## config.mk

```make
export PLATFORM = sky130hd
export DESIGN_NAME = tun_queue
export DESIGN_NICKNAME = d
export VERILOG_FILES = /design/src/rtl/tun_pkg.sv /design/src/rtl/tun_queue.sv
export SDC_FILE = /design/constraint.sdc
export NUM_CORES = 1
export LEC_CHECK = 0
export BUFFER_PORTS_ARGS = -buffer_cell sky130_fd_sc_hd__buf_2
export CAP_MARGIN = 0
export CORE_MARGIN = 5
export CORE_UTILIZATION = 50
export CTS_CLUSTER_DIAMETER = 30
export DETAILED_ROUTE_END_ITERATION = 16
export HOLD_SLACK_MARGIN = 0.06
export PLACE_DENSITY = 0.75
export SYNTH_ARGS = -nofsm -noshare
export SYNTH_HDL_FRONTEND = slang
export SYNTH_SLANG_ARGS = --single-unit
export TNS_END_PERCENT = 5
```

## constraint.sdc

```tcl
create_clock -name i_clk -period 5.5 [get_ports i_clk]
set_clock_uncertainty 0.1 [all_clocks]
set_input_delay 0.55 -clock i_clk [delete_from_list [all_inputs] [get_ports i_clk]]
set_output_delay 0.55 -clock i_clk [all_outputs]
set_load 0.03 [all_outputs]
```

## src/rtl/tun_pkg.sv

```systemverilog
// ============================================================================
// tun_pkg
// Shared constants for the triangle unit normal block.
// ============================================================================
`default_nettype none

package tun_pkg;

    // Width of each result component (signed fixed point).
    localparam int OUT_BITS = 32;

    // Decoupling queue between the cross-product front and the length/divide back.
    localparam int QUEUE_AW    = 2;
    localparam int QUEUE_DEPTH = 1 << QUEUE_AW;

endpackage

`default_nettype wire

```

## src/rtl/tun_queue.sv

```systemverilog
// ============================================================================
// tun_queue
// Small register FIFO between front and back.
// ============================================================================
`default_nettype none

module tun_queue #(
    parameter int WIDTH = 153
) (
    input  wire logic             i_clk,
    input  wire logic             i_rst_n,
    input  wire logic             i_push,
    input  wire logic [WIDTH-1:0] i_data,
    input  wire logic             i_pop,
    output logic                  o_full,
    output logic                  o_empty,
    output logic [WIDTH-1:0]      o_data
);
    localparam int AW    = tun_pkg::QUEUE_AW;
    localparam int DEPTH = tun_pkg::QUEUE_DEPTH;

    logic [WIDTH-1:0] r_mem [0:DEPTH-1];
    logic [AW-1:0]    r_wr, r_rd;
    logic [AW:0]      r_cnt;

    always_ff @(posedge i_clk) begin
        if (!i_rst_n) begin
            r_wr  <= '0;
            r_rd  <= '0;
            r_cnt <= '0;
        end else begin
            if (i_push) r_wr <= r_wr + 1'b1;
            if (i_pop)  r_rd <= r_rd + 1'b1;
            if (i_push && !i_pop)      r_cnt <= r_cnt + 1'b1;
            else if (!i_push && i_pop) r_cnt <= r_cnt - 1'b1;
        end
    end

    always_ff @(posedge i_clk) begin
        if (i_push) r_mem[r_wr] <= i_data;
    end

    assign o_full  = (r_cnt == (AW+1)'(DEPTH));
    assign o_empty = (r_cnt == '0);
    assign o_data  = r_mem[r_rd];

endmodule

`default_nettype wire

```

# == Yosys cells after proc, flatten, opt, wreduce, memory -nomap -nowiden ==
# Memory sizes are Yosys's and may differ from the RTL's. A register that Yosys moved wholly into a read port is not among the register bits.
# Index checks and enable logic that the tools add are counted.
# totals
out_inout_bits,155
ramBits,612
memories,1
register_bits,7
wordCells,21
in_bits,157
# mem_list
name,words,width,rd,rd_clocked_by_memory_dff,write_ports,line_no,rtl
r_mem,4,153,1,1,1,tun_queue.sv:22,logic [WIDTH-1:0] r_mem [0:DEPTH-1];
# classes
reduce_logical,6
addsub,4
n_eq_ne,1
muxes,6
# ops
operator,n
$mux 3,2
$add 2x1->2 const B,2
$mux 2,2
$add 3x1->3 const B,1
$eq 3x3->1 const B,1
$logic_not 3->1,1
$sub 3x1->3 const B,1
$logic_and 1x1->1,2
$logic_not 1->1,2
$mux 1,2
$reduce_bool 2->1,1

# == Logic depth before layout (Yosys ltp) ==
# Gate-level depths: netlist of the first run.
# logic_depth
ltp_word,4
depth_mapped,7
mapped_depth_nobuf,7

# == Worst setup path before layout of the first run ==
# OpenSTA, ideal clock, no wires.
# synth_timing
path_kind,in2reg
from,input port i_push
to,"memory r_mem[0][0], enable pin"
setup_time_ns,0.530
n_path_buf,0
t_arrival_ns,4.040
t_required_ns,4.870
setup_slack_ns,0.829
cell_stages,1
cell_sequence,and2_1
# synth_between
elab_chain_cells,2
# synth_lines
element,line_no,rtl
from (decl),tun_queue.sv:12,"input wire logic i_push,"
$mux 1,tun_queue.sv:40,if (i_push) r_mem[r_wr] <= i_data;
$mux 1 (not written as such),tun_queue.sv:40,
to (decl),tun_queue.sv:22,
# No other way between the ends.

==> results of run 1 <==
-- area by class of cell --
| cell class | count | share of cell area |
|---|---|---|
| multi-input cells | 183 | 0.1229 |
| repair buffers | 477 | 0.1082 |
| clock buffers | 118 | 0.09155 |
| well taps | 592 | 0.02457 |
| inverters | 4 | 0.0004980 |
| flip-flops and latches | 621 | 0.6158 |
| clock inverters | 85 | 0.03615 |
| diodes | 4 | 0.0003320 |
-- where the power goes --
| group | total [uW] | switching, uW | internal, uW |
|---|---|---|---|
| Sequential | 5530 | 77.0 | 5450 |
| Combinational | 1350 | 841 | 512 |
| Clock | 6920 | 2380 | 4530 |
| Total | 13800 | 3300 | 10500 |
-- cell families (layout without fill, tap and decap cells) --
family / count (synthesis) / count (layout)
mux: 155 / 155
other cells: 0 / 4
simple gates: 15 / 15
fa+ha+maj: 6 / 6
compound gates: 2 / 2
xor+xnor: 5 / 5
buf+inv: 38 / 684
flops: 621 / 621
-- stage by stage --
| step | instances | power, uW |
|---|---|---|
| 4_1_cts | 2080 | 13890 |
| 5_1_grt | 2084 | 14280 |
| 2_1_floorplan | 842 | 6471 |
| 6_report | 2084 | 13800 |
| 3_5_place_dp | 1724 | 6870 |
| 3_3_place_gp | 1724 | 6846 |
-- flip-flops by register name, indices dropped and copies added, names as in the netlist, named ones only --
register and flops:
r_mem 612, r_rd 2, r_wr 2, r_cnt 3
-- per-layer routing --
layer	track usage	vias up
met5	0	-
met4	0.07258	8
met3	0.06130	102
met2	0.3325	527
met1	0.2654	5859
li1	-	4809
-- what timing repair did --
item | 4_1_cts | 5_1_grt
hold buffers | 153 | 0
endpoints found under the hold margin | 611 | 0
setup endpoints to repair | 0 | 0
-- worst max-delay path, stage by stage (launching register included) --
cell,delay (ns)
dfxtp_4,0.76
buf_4,0.60
mux4_2,0.46
buf_2,0.21
-- worst max path at each step --
stage | to | slack, ns | depth (start not counted) | start
2_1_floorplan | r_mem[0][0] | 0.83 | 1 | i_push
3_3_place_gp | o_data[93] | 2.76 | 3 | register
3_5_place_dp | o_data[93] | 2.79 | 3 | register
4_1_cts | o_data[140] | 2.06 | 3 | register
5_1_grt | o_data[93] | 2.01 | 3 | register
6_report | o_data[93] | 2.10 | 3 | register
-- cells in the final DEF, fill, tap and decap left out, drive strengths merged, types with 4 or more instances in the layout --
cell and n:
bufinv 18, dfxtp 9, clkbuf 118, diode 4
and2 9, ha 5, buf 324, mux4 153
clkinvlp 13, dlygate4sd3 153, edfxtp 612, clkinv 33
inv 25
==> metrics.txt, run 1 <==
# TYPE chip_impl_metric gauge
chip_impl_metric{name="vdd_ir_drop_max",unit="uV"} 387.5
chip_impl_metric{name="cap_viol_max_count",unit=""} 0
chip_impl_metric{name="flow.area_growth_from_synthesis",unit="%"} 34.08
chip_impl_metric{name="synth-seq-area-share",unit=""} 0.8253
chip_impl_metric{name="syn_inst",unit=""} 842
chip_impl_info{name="ys.flop_type",value="edfxtp_1"} 1
chip_impl_metric{name="routabilityCongestion",unit=""} 0.7016
chip_impl_info{name="worst_r2r_endpoint",value="r_mem[2][74]"} 1
chip_impl_metric{name="achievable-frequency",unit="GHz"} 0.2944
chip_impl_metric{name="placement.cell_area",unit="sq mm"} 0.02476
chip_impl_info{name="holdCritStartpoint",value="i_rst_n"} 1
chip_impl_metric{name="regArea",unit="sq mm"} 0.01857
chip_impl_metric{name="initial_core_util",unit=""} 0.5074
chip_impl_metric{name="vias",unit=""} 11310
chip_impl_info{name="cts-root-buf",value="clkbuf_16"} 1
chip_impl_metric{name="ys_warn_count",unit=""} 0
chip_impl_metric{name="clock_sink_count",unit=""} 621
chip_impl_metric{name="globalRouteTotalUtil",unit=""} 0.2041
chip_impl_info{name="crit_path_start_kind",value="register"} 1
chip_impl_info{name="synth_common_cells",value="612 x edfxtp_1, 153 x mux4_2, 17 x buf_2"} 1
chip_impl_metric{name="cts_buffers",unit=""} 107
chip_impl_metric{name="die_footprint",unit="sq mm"} 0.04931
chip_impl_metric{name="synth_cell_types",unit=""} 21
chip_impl_info{name="run_status",value="finished clean"} 1
chip_impl_metric{name="cellLeakagePower",unit="uW"} 0.01047
chip_impl_metric{name="max-clock-path-buffers",unit=""} 3
chip_impl_metric{name="reg2regPathDepth",unit=""} 4
chip_impl_info{name="hold-path-endpoint",value="r_cnt[0]"} 1
chip_impl_metric{name="synth_area_in_simple_gates",unit=""} 0.004062
chip_impl_metric{name="wl_met3",unit="um"} 4029
chip_impl_info{name="critical_path_class",value="reg -> out"} 1
chip_impl_metric{name="totalNegativeSetupSlack",unit="ns"} 0
chip_impl_metric{name="syn_nets",unit=""} 1005
chip_impl_metric{name="detailed_place_hpwl",unit="um"} 25840
chip_impl_info{name="synth_top_area_cell",value="edfxtp_1"} 1
chip_impl_metric{name="synth-xor-area-share",unit=""} 0.001948
chip_impl_info{name="critical_path.reg2reg.startpoint",value="r_wr[0]"} 1
chip_impl_metric{name="worstSkewPairLatency",unit="ns"} 0.64
chip_impl_metric{name="drt_pass1_iterations",unit=""} 5
chip_impl_metric{name="utilization_after_layout",unit=""} 0.6803
chip_impl_info{name="synth_top_family_by_area",value="multiplexers"} 1
chip_impl_metric{name="port-buffer-count",unit=""} 311
chip_impl_metric{name="dieHeight",unit="um"} 222.1
chip_impl_metric{name="post-cts-setup-buffers",unit=""} 0
chip_impl_metric{name="max_slew_margin",unit=""} 0.4292
chip_impl_metric{name="overflow",unit=""} 0
chip_impl_metric{name="drt-initial-drc-count",unit=""} 802
chip_impl_metric{name="pin_count",unit=""} 312
chip_impl_metric{name="wl_per_cell",unit="um"} 24.06
chip_impl_info{name="synth.top_cells.by_area",value="edfxtp_1 82%, mux4_2 15%, dfxtp_1 0.80%, buf_6 0.45%, buf_2 0.38%"} 1
chip_impl_metric{name="clk_transition_reported_paths",unit="ns"} 0.06
chip_impl_info{name="rsz0062_at_grt",value="no"} 1
chip_impl_info{name="routed.top_layer",value="met5"} 1
chip_impl_metric{name="layout-drive-gt1-share",unit=""} 0.4523
chip_impl_metric{name="time_the_worst_path_needs_with_i_o_delays_and_setup",unit="ns"} 3.397
chip_impl_info{name="yosysMostFrequentCell",value="edfxtp_1"} 1
chip_impl_metric{name="asyncSetResetFlopFracSynth",unit=""} 0
chip_impl_metric{name="preCtsSetupSlack",unit="ns"} 2.787
chip_impl_metric{name="r2r_slack",unit="ns"} 3.09
chip_impl_metric{name="report.final.slew_viol_count",unit=""} 0
chip_impl_metric{name="rows",unit=""} 77
chip_impl_metric{name="num-fill-cells",unit=""} 2687
chip_impl_info{name="kind_of_path_behind_the_tightest_hold_check",value="in -> reg"} 1
chip_impl_info{name="cts_tree",value="done"} 1
chip_impl_metric{name="cts.repair.resized",unit=""} 0
chip_impl_metric{name="fraction_of_synthesized_cell_area_taken_by_the_top_area_cell_type",unit=""} 0.8173
chip_impl_metric{name="crit_path_max_fanout",unit=""} 41
chip_impl_metric{name="antenna_violating_nets_left",unit=""} 0
chip_impl_metric{name="wirelength_met1",unit="um"} 19360
chip_impl_metric{name="hold_violation_total_from_the_final_report",unit=""} 0
chip_impl_metric{name="synth.cell_area",unit="sq mm"} 0.02249
chip_impl_metric{name="area_of_the_core",unit="sq mm"} 0.04432
chip_impl_metric{name="final.setup.worst_slack",unit="ns"} 2.103
chip_impl_metric{name="grt_max_degree",unit=""} 80
chip_impl_metric{name="number_of_enable_type_register_cells_in_the_synthesized_netlist",unit=""} 612
chip_impl_metric{name="finalCritPeriodShare",unit=""} 0.6176
chip_impl_info{name="end_kind",value="output pin"} 1
chip_impl_metric{name="synth.ff_latch_count",unit=""} 621
chip_impl_metric{name="power_per_cell_area",unit="mW/mm^2"} 457.6
chip_impl_metric{name="postLayoutCellArea",unit="sq mm"} 0.03015
chip_impl_metric{name="met2WireLength",unit="um"} 25390
chip_impl_metric{name="fin_worst_hold_slack",unit="ns"} 0.1190
chip_impl_metric{name="muxShareOfSynthArea",unit=""} 0.1541
chip_impl_metric{name="htreeDepth",unit=""} 3
chip_impl_metric{name="drt-total-wl",unit="um"} 50150
chip_impl_metric{name="cp.arrival",unit="ns"} 2.75
chip_impl_metric{name="critPathRequiredTime",unit="ns"} 4.85
chip_impl_metric{name="timing.hold.worst_path_depth",unit=""} 2
chip_impl_metric{name="detail_route.drc_violations",unit=""} 0
chip_impl_metric{name="setup_viols_final",unit=""} 0
chip_impl_metric{name="floorplan.die.width",unit="um"} 222.1
chip_impl_metric{name="synth-compound-area-share",unit=""} 0.0005565
chip_impl_metric{name="postSynthAreaPerCell",unit="sq um"} 26.70
chip_impl_metric{name="first_global_vias",unit=""} 12560
chip_impl_metric{name="multi_input_area",unit="sq mm"} 0.003706
chip_impl_metric{name="ratio_of_routed_vias_to_standard_cells",unit=""} 5.425
chip_impl_metric{name="grt_pass1_wl",unit="um"} 76890
chip_impl_metric{name="antenna_found_initial",unit=""} 8
chip_impl_metric{name="tightestPinTransition",unit="ns"} 0.8562
chip_impl_metric{name="nNetsFinal",unit=""} 1557
chip_impl_metric{name="synthAdderAreaFrac",unit=""} 0.003673
Note: power is estimated with default switching activity, not from simulation.
==> inputs of run 2 (changes only) <==
--- a/config.mk
+++ b/config.mk
@@ -12,7 +12,7 @@
 export CTS_CLUSTER_DIAMETER = 30
 export DETAILED_ROUTE_END_ITERATION = 16
 export HOLD_SLACK_MARGIN = 0.06
-export PLACE_DENSITY = 0.75
+export PLACE_DENSITY = 0.78
 export SYNTH_ARGS = -nofsm -noshare
 export SYNTH_HDL_FRONTEND = slang
 export SYNTH_SLANG_ARGS = --single-unit
==> constraint.sdc (replaced) <==
create_clock -name i_clk -period 2.85 [get_ports i_clk]
set_clock_uncertainty 0.1 [all_clocks]
set_input_delay 0.285 -clock i_clk [delete_from_list [all_inputs] [get_ports i_clk]]
set_output_delay 0.285 -clock i_clk [all_outputs]
set_load 0.03 [all_outputs]
==> run 2 against run 1 <==
Highest routed layer unchanged; global-route usage is 0.51 points higher; core utilization up 0.24 points; non-clock buffer count grew 14; die area unchanged; combinational power rose by 100%; sequential share of layout area shrank 0.22 points; clock power is 86% higher; setup slack got worse by 1.9 ns.
==> metrics.txt, run 2 (synthesis gave the netlist of run 1 again) <==
# TYPE chip_impl_metric gauge
chip_impl_info{name="run_status",value="finished clean"} 1
chip_impl_metric{name="antenna_violating_nets_left",unit=""} 0
chip_impl_metric{name="flow.area_growth_from_synthesis",unit="%"} 34.55
chip_impl_info{name="worst_r2r_endpoint",value="r_mem[0][14]"} 1
chip_impl_info{name="end_kind",value="output pin"} 1
chip_impl_metric{name="ratio_of_routed_vias_to_standard_cells",unit=""} 5.500
chip_impl_metric{name="critPathRequiredTime",unit="ns"} 2.47
chip_impl_metric{name="vdd_ir_drop_max",unit="uV"} 761.9
chip_impl_metric{name="hold_violation_total_from_the_final_report",unit=""} 0
chip_impl_metric{name="power_per_cell_area",unit="mW/mm^2"} 867.4
chip_impl_metric{name="first_global_vias",unit=""} 12610
chip_impl_info{name="biggest_register",value="r_mem"} 1
chip_impl_info{name="cts_tree",value="done"} 1
chip_impl_metric{name="grt_pass1_wl",unit="um"} 78240
chip_impl_metric{name="antenna_found_initial",unit=""} 8
chip_impl_metric{name="setup_viols_final",unit=""} 0
chip_impl_metric{name="preCtsSetupSlack",unit="ns"} 0.7620
chip_impl_metric{name="final.setup.worst_slack",unit="ns"} 0.1652
chip_impl_info{name="final_common_cell",value="edfxtp_1"} 1
chip_impl_info{name="critical_path_class",value="reg -> out"} 1
chip_impl_info{name="holdCritStartpoint",value="i_data[31]"} 1
chip_impl_info{name="final_cell_mix",value="612 x edfxtp_1, 311 x buf_2, 156 x dlygate4sd3_1"} 1
chip_impl_metric{name="tightestPinTransition",unit="ns"} 0.5999
chip_impl_metric{name="post-cts-setup-buffers",unit=""} 0
chip_impl_metric{name="pin_count",unit=""} 312
chip_impl_metric{name="cp.arrival",unit="ns"} 2.30
chip_impl_info{name="hold-path-endpoint",value="r_mem[1][31]"} 1
chip_impl_metric{name="drt-initial-drc-count",unit=""} 1104
chip_impl_metric{name="drt_pass1_iterations",unit=""} 6
chip_impl_metric{name="routabilityCongestion",unit=""} 0.7460
chip_impl_metric{name="max_slew_margin",unit=""} 0.6001
chip_impl_metric{name="port-buffer-count",unit=""} 311
chip_impl_metric{name="clock_sink_count",unit=""} 621
chip_impl_metric{name="worstSkewPairLatency",unit="ns"} 0.61
chip_impl_metric{name="die_footprint",unit="sq mm"} 0.04931
chip_impl_metric{name="area_of_the_core",unit="sq mm"} 0.04432
chip_impl_metric{name="detailed_place_hpwl",unit="um"} 26560
chip_impl_metric{name="rows",unit=""} 77
chip_impl_metric{name="multi_input_area",unit="sq mm"} 0.003706
chip_impl_metric{name="time_the_worst_path_needs_with_i_o_delays_and_setup",unit="ns"} 2.685
chip_impl_metric{name="floorplan.die.width",unit="um"} 222.1
chip_impl_metric{name="r2r_slack",unit="ns"} 0.93
chip_impl_metric{name="cellLeakagePower",unit="uW"} 0.01050
chip_impl_metric{name="overflow",unit=""} 0
chip_impl_metric{name="clk_transition_reported_paths",unit="ns"} 0.06
chip_impl_metric{name="drt-total-wl",unit="um"} 52200
chip_impl_metric{name="wl_per_cell",unit="um"} 24.86
chip_impl_metric{name="totalNegativeSetupSlack",unit="ns"} 0
chip_impl_metric{name="cts_buffers",unit=""} 109
chip_impl_metric{name="vias",unit=""} 11550
chip_impl_metric{name="nNetsFinal",unit=""} 1573
chip_impl_metric{name="cpPeakStageDelay",unit="ns"} 0.62
chip_impl_info{name="kind_of_path_behind_the_tightest_hold_check",value="in -> reg"} 1
chip_impl_metric{name="dieHeight",unit="um"} 222.1
chip_impl_metric{name="crit_path_max_fanout",unit=""} 62
chip_impl_info{name="crit_path_start_kind",value="register"} 1
chip_impl_metric{name="layout-drive-gt1-share",unit=""} 0.4450
chip_impl_metric{name="htreeDepth",unit=""} 3
chip_impl_info{name="largest_registers_in_the_final_layout",value="r_mem x612, r_cnt x3"} 1
chip_impl_metric{name="cp.buffers_inverters",unit=""} 2
chip_impl_metric{name="finalCritPeriodShare",unit=""} 0.9421
chip_impl_metric{name="regArea",unit="sq mm"} 0.01857
chip_impl_metric{name="fin_worst_hold_slack",unit="ns"} 0.3120
chip_impl_metric{name="achievable-frequency",unit="GHz"} 0.3725
chip_impl_metric{name="globalRouteTotalUtil",unit=""} 0.2092
chip_impl_info{name="cts-root-buf",value="clkbuf_16"} 1
chip_impl_info{name="rsz0062_at_grt",value="no"} 1
chip_impl_metric{name="grt_max_degree",unit=""} 84
chip_impl_info{name="cells_traversed_along_the_worst_timing_path",value="buf_12 > mux4_2 > buf_2"} 1
chip_impl_metric{name="timing.hold.worst_path_depth",unit=""} 2
chip_impl_metric{name="max-clock-path-buffers",unit=""} 3
chip_impl_metric{name="largest_reg_flops",unit=""} 612
chip_impl_metric{name="num-fill-cells",unit=""} 2616
chip_impl_info{name="critical_path.reg2reg.startpoint",value="r_wr[0]"} 1
chip_impl_info{name="critical-path-slowest-cell",value="mux4_2"} 1
chip_impl_info{name="crit_family",value="buffers and inverters"} 1
chip_impl_metric{name="reg2regPathDepth",unit=""} 4
chip_impl_metric{name="cap_viol_max_count",unit=""} 0
chip_impl_metric{name="initial_core_util",unit=""} 0.5074
chip_impl_metric{name="report.final.slew_viol_count",unit=""} 0
chip_impl_metric{name="detail_route.drc_violations",unit=""} 0
==> run 2: cell types whose count changed in the layout (fill, tap and decap cells not counted), moves of 2 or more <==
cell and delta:
clkbuf_1 +5, clkinv_2 -4, clkinv_4 +2, clkbuf_16 +5
inv_16 -2, diode_2 +3, dlygate4sd3_1 +3, clkinv_8 -2
clkbuf_8 -2, inv_6 -5, clkinv_1 +10, bufinv_16 -5
buf_12 +12
==> run 2: where the power goes <==
group / switching [uW] / leakage (uW) / internal, uW / total, uW
clock: 4460 / 0.00177 / 8430 / 12900
combinational: 1670 / 0.00303 / 1040 / 2710
sequential: 131 / 0.00570 / 10500 / 10600
total: 6260 / 0.0105 / 20000 / 26200
==> run 2: worst max-delay path by stage <==
stage / slack (ns) / endpoint / cells past startpoint
detailed placement: 0.76 / o_data[17] / 3
CTS: 0.07 / o_data[130] / 3
finish: 0.17 / o_data[130] / 3
floorplan: -0.09 / r_mem[1][0] / 2
global placement: 0.78 / o_data[17] / 3
global route: 0.002 / o_data[130] / 3
==> run 2: repair_timing <==
action,CTS,global route
hold buffers,156,0
gates resized for setup,0,0
endpoints found under the hold margin,621,0
==> run 2: cell type report <==
type                            count  area share
Sequential cell                   621      0.6136
Multi-Input combinational cell    183      0.1225
Timing Repair Buffer              491      0.1165
Clock buffer                      126     0.09508
Clock inverter                     76     0.02676
Tap cell                          592     0.02448
Antenna cell                        7   0.0005790
Inverter                            4   0.0004963
==> run 2: metal layers <==
metal / up-vias / part of all wire / track usage
li1: 4843 / - / -
met2: 580 / 0.52 / 0.3494
met5: - / 0.00025 / 0
met4: 2 / 0.031 / 0.07596
met1: 6008 / 0.37 / 0.2615
met3: 118 / 0.074 / 0.06501
==> run 2: through the flow <==
stage | instance area (sq um) | util | instances | power, uW
4_1_cts | 30240 | 0.6823 | 2093 | 26330
2_1_floorplan | 22490 | - | 842 | 12440
3_5_place_dp | 24990 | 0.5639 | 1735 | 13310
5_1_grt | 30250 | 0.6827 | 2100 | 27120
3_3_place_gp | 24990 | 0.5639 | 1735 | 13250
6_report | 30250 | 0.6827 | 2100 | 26240
==> inputs of run 3 (changes only) <==
--- a/config.mk
+++ b/config.mk
@@ -9,9 +9,10 @@
 export CAP_MARGIN = 0
 export CORE_MARGIN = 5
 export CORE_UTILIZATION = 50
+export CTS_BUF_LIST = sky130_fd_sc_hd__clkbuf_4 sky130_fd_sc_hd__clkbuf_8 sky130_fd_sc_hd__clkbuf_16
 export CTS_CLUSTER_DIAMETER = 30
 export DETAILED_ROUTE_END_ITERATION = 16
-export HOLD_SLACK_MARGIN = 0.06
+export GPL_TIMING_DRIVEN = 0
 export PLACE_DENSITY = 0.78
 export SYNTH_ARGS = -nofsm -noshare
 export SYNTH_HDL_FRONTEND = slang
==> run 3 against run 2 <==
Global-route usage is 0.50 points higher; sequential cell count is the same; setup slack got worse by 0.051 ns; combinational power rose by 2%; clock-buffer cell count fell by 5; core utilization about the same; cell area hardly changed; total power down 1.2%; critical path depth grew 1; maximum frequency is 1.9% lower; die area unchanged; cell count increased by 0.71%.
==> metrics.txt, run 3 (synthesis gave the netlist of run 1 again) <==
# TYPE chip_impl_metric gauge
chip_impl_metric{name="cp.buffers_inverters",unit=""} 3
chip_impl_info{name="cts-root-buf",value="clkbuf_16"} 1
chip_impl_info{name="largest_registers_in_the_final_layout",value="r_mem x612, r_cnt x3"} 1
chip_impl_metric{name="crit_path_max_fanout",unit=""} 10
chip_impl_metric{name="grt_max_degree",unit=""} 51
chip_impl_metric{name="nNetsFinal",unit=""} 1593
chip_impl_metric{name="antenna_violating_nets_left",unit=""} 0
chip_impl_info{name="cts_tree",value="done"} 1
chip_impl_metric{name="final-instance-count-excl-fill",unit=""} 2115
chip_impl_metric{name="preCtsSetupSlack",unit="ns"} 0.2781
chip_impl_metric{name="flow.area_growth_from_synthesis",unit="%"} 34.62
chip_impl_info{name="biggest_register",value="r_mem"} 1
chip_impl_metric{name="critPathRequiredTime",unit="ns"} 2.47
chip_impl_metric{name="grt_pass1_wl",unit="um"} 79520
chip_impl_info{name="critical_path_class",value="reg -> out"} 1
chip_impl_metric{name="dieHeight",unit="um"} 222.1
chip_impl_metric{name="first_global_vias",unit=""} 12510
chip_impl_metric{name="layout-drive-gt1-share",unit=""} 0.4572
chip_impl_metric{name="wl_per_cell",unit="um"} 24.95
chip_impl_metric{name="drt_pass1_iterations",unit=""} 5
chip_impl_metric{name="totalNegativeSetupSlack",unit="ns"} 0
chip_impl_metric{name="clock_sink_count",unit=""} 621
chip_impl_info{name="final_cell_mix",value="612 x edfxtp_1, 323 x buf_2, 156 x dlygate4sd3_1"} 1
chip_impl_metric{name="max_slew_margin",unit=""} 0.5298
chip_impl_info{name="crit_family",value="buffers and inverters"} 1
chip_impl_metric{name="drt-total-wl",unit="um"} 52780
chip_impl_metric{name="detailed_place_hpwl",unit="um"} 28520
chip_impl_metric{name="report.final.slew_viol_count",unit=""} 0
chip_impl_metric{name="overflow",unit=""} 0
chip_impl_metric{name="placedCellCount",unit=""} 1757
chip_impl_metric{name="die_footprint",unit="sq mm"} 0.04931
chip_impl_metric{name="achievable-frequency",unit="GHz"} 0.3655
chip_impl_metric{name="final.setup.worst_slack",unit="ns"} 0.1140
chip_impl_metric{name="cp.arrival",unit="ns"} 2.35
chip_impl_info{name="end_kind",value="output pin"} 1
chip_impl_metric{name="detail_route.drc_violations",unit=""} 0
chip_impl_metric{name="ratio_of_routed_vias_to_standard_cells",unit=""} 5.459
chip_impl_metric{name="area_of_the_core",unit="sq mm"} 0.04432
chip_impl_info{name="run_status",value="finished clean"} 1
chip_impl_metric{name="time_the_worst_path_needs_with_i_o_delays_and_setup",unit="ns"} 2.736
chip_impl_info{name="final_common_cell",value="edfxtp_1"} 1
chip_impl_metric{name="globalRouteTotalUtil",unit=""} 0.2142
chip_impl_metric{name="clk_transition_reported_paths",unit="ns"} 0.05
chip_impl_metric{name="cap_viol_max_count",unit=""} 0
chip_impl_metric{name="largest_reg_flops",unit=""} 612
chip_impl_metric{name="utilization_after_layout",unit=""} 0.6830
chip_impl_metric{name="htreeDepth",unit=""} 3
chip_impl_metric{name="setup_viols_final",unit=""} 0
chip_impl_metric{name="finalCritPeriodShare",unit=""} 0.9600
chip_impl_info{name="cells_traversed_along_the_worst_timing_path",value="buf_4 > clkbuf_1 > mux4_2 > buf_2"} 1
chip_impl_metric{name="vdd_ir_drop_max",unit="uV"} 802.3
chip_impl_info{name="critical-path-slowest-cell",value="clkbuf_1"} 1
chip_impl_metric{name="power_per_cell_area",unit="mW/mm^2"} 856.6
chip_impl_metric{name="drt-initial-drc-count",unit=""} 828
chip_impl_metric{name="cts_buffers",unit=""} 107
chip_impl_info{name="rsz0062_at_grt",value="yes"} 1
chip_impl_info{name="kind_of_path_behind_the_tightest_hold_check",value="in -> reg"} 1
chip_impl_metric{name="initial_core_util",unit=""} 0.5074
chip_impl_metric{name="tightestPinTransition",unit="ns"} 0.7052
chip_impl_metric{name="max-clock-path-buffers",unit=""} 3
chip_impl_info{name="crit_path_start_kind",value="register"} 1
chip_impl_metric{name="cpPeakStageDelay",unit="ns"} 0.56
chip_impl_metric{name="hold_violation_total_from_the_final_report",unit=""} 0
chip_impl_metric{name="routabilityCongestion",unit=""} 0.7222
chip_impl_metric{name="rows",unit=""} 77
chip_impl_metric{name="port-buffer-count",unit=""} 311
chip_impl_metric{name="worstSkewPairLatency",unit="ns"} 0.63
chip_impl_metric{name="antenna_found_initial",unit=""} 4
chip_impl_metric{name="post-cts-setup-buffers",unit=""} 0
chip_impl_metric{name="floorplan.die.width",unit="um"} 222.1
chip_impl_metric{name="pin_count",unit=""} 312
chip_impl_metric{name="num-fill-cells",unit=""} 2649
chip_impl_metric{name="vias",unit=""} 11550
chip_impl_metric{name="cellLeakagePower",unit="uW"} 0.01059
==> run 3: changes by cell type in the layout (fill, tap and decap cells not counted), moves of 7 or more <==
cell	change
buf_2	+12
buf_6	+7
clkbuf_4	+14
clkbuf_1	-9
buf_16	+7
buf_12	-13
==> run 3: routing by layer <==
metal  global-route usage  routed length (um)  vias to the layer above
li1                     -                   -                     4879
met1               0.2713               19630                     5970
met2               0.3567               27420                      590
met3              0.06342                4275                      104
met4              0.07715                1441                        2
met5                    0                   7                        -
==> run 3: metrics by stage <==
stage | cell area [sq um] | hold slack [ns] | total power [uW]
3_5_place_dp | 25090 | 0.4009 | 13340
4_1_cts | 30250 | 0.2502 | 26070
5_1_grt | 30270 | 0.2820 | 26820
3_3_place_gp | 24790 | 0.3922 | 13260
6_report | 30270 | 0.3086 | 25930
2_1_floorplan | 22490 | 0.2839 | 12440
==> run 3: power breakdown <==
group | internal [uW] | switching [uW]
Combinational | 1060 | 1700
Clock | 8090 | 4440
Sequential | 10500 | 121
Total | 19700 | 6260
==> run 3: layout make-up <==
| class | count | area, sq um | share of cell area |
|---|---|---|---|
| tap | 592 | 740.7 | 0.02447 |
| buffer | 34 | 242.7 | 0.008019 |
| multi-input combinational | 183 | 3706 | 0.1224 |
| timing repair buffer | 479 | 3411 | 0.1127 |
| sequential | 621 | 18560 | 0.6131 |
| clock buffer | 121 | 2800 | 0.09251 |
| antenna | 3 | 7.507 | 0.0002480 |
| inverter | 4 | 15.01 | 0.0004960 |
| clock inverter | 78 | 789.5 | 0.02608 |
==> run 3: final timing paths <==
| kind | slack (ns) | cells after the start | startpoint | end |
|---|---|---|---|---|
| hold / removal | 0.31 | 2 | i_data[67] | r_mem[1][67] |
| hold reg to reg | 0.48 | 2 | r_wr[1] | r_wr[1] |
| setup / recovery | 0.11 | 4 | register | o_data[8] |
| setup reg to reg | 0.33 | 6 | r_wr[0] | r_mem[0][81] |
==> run 3: timing repair <==
action / 4_1_cts / 5_1_grt
endpoints found under the hold margin: 621 / 0
resized for setup: 7 / 5
endpoints found under the setup margin: 125 / 12
hold buffers: 156 / 0
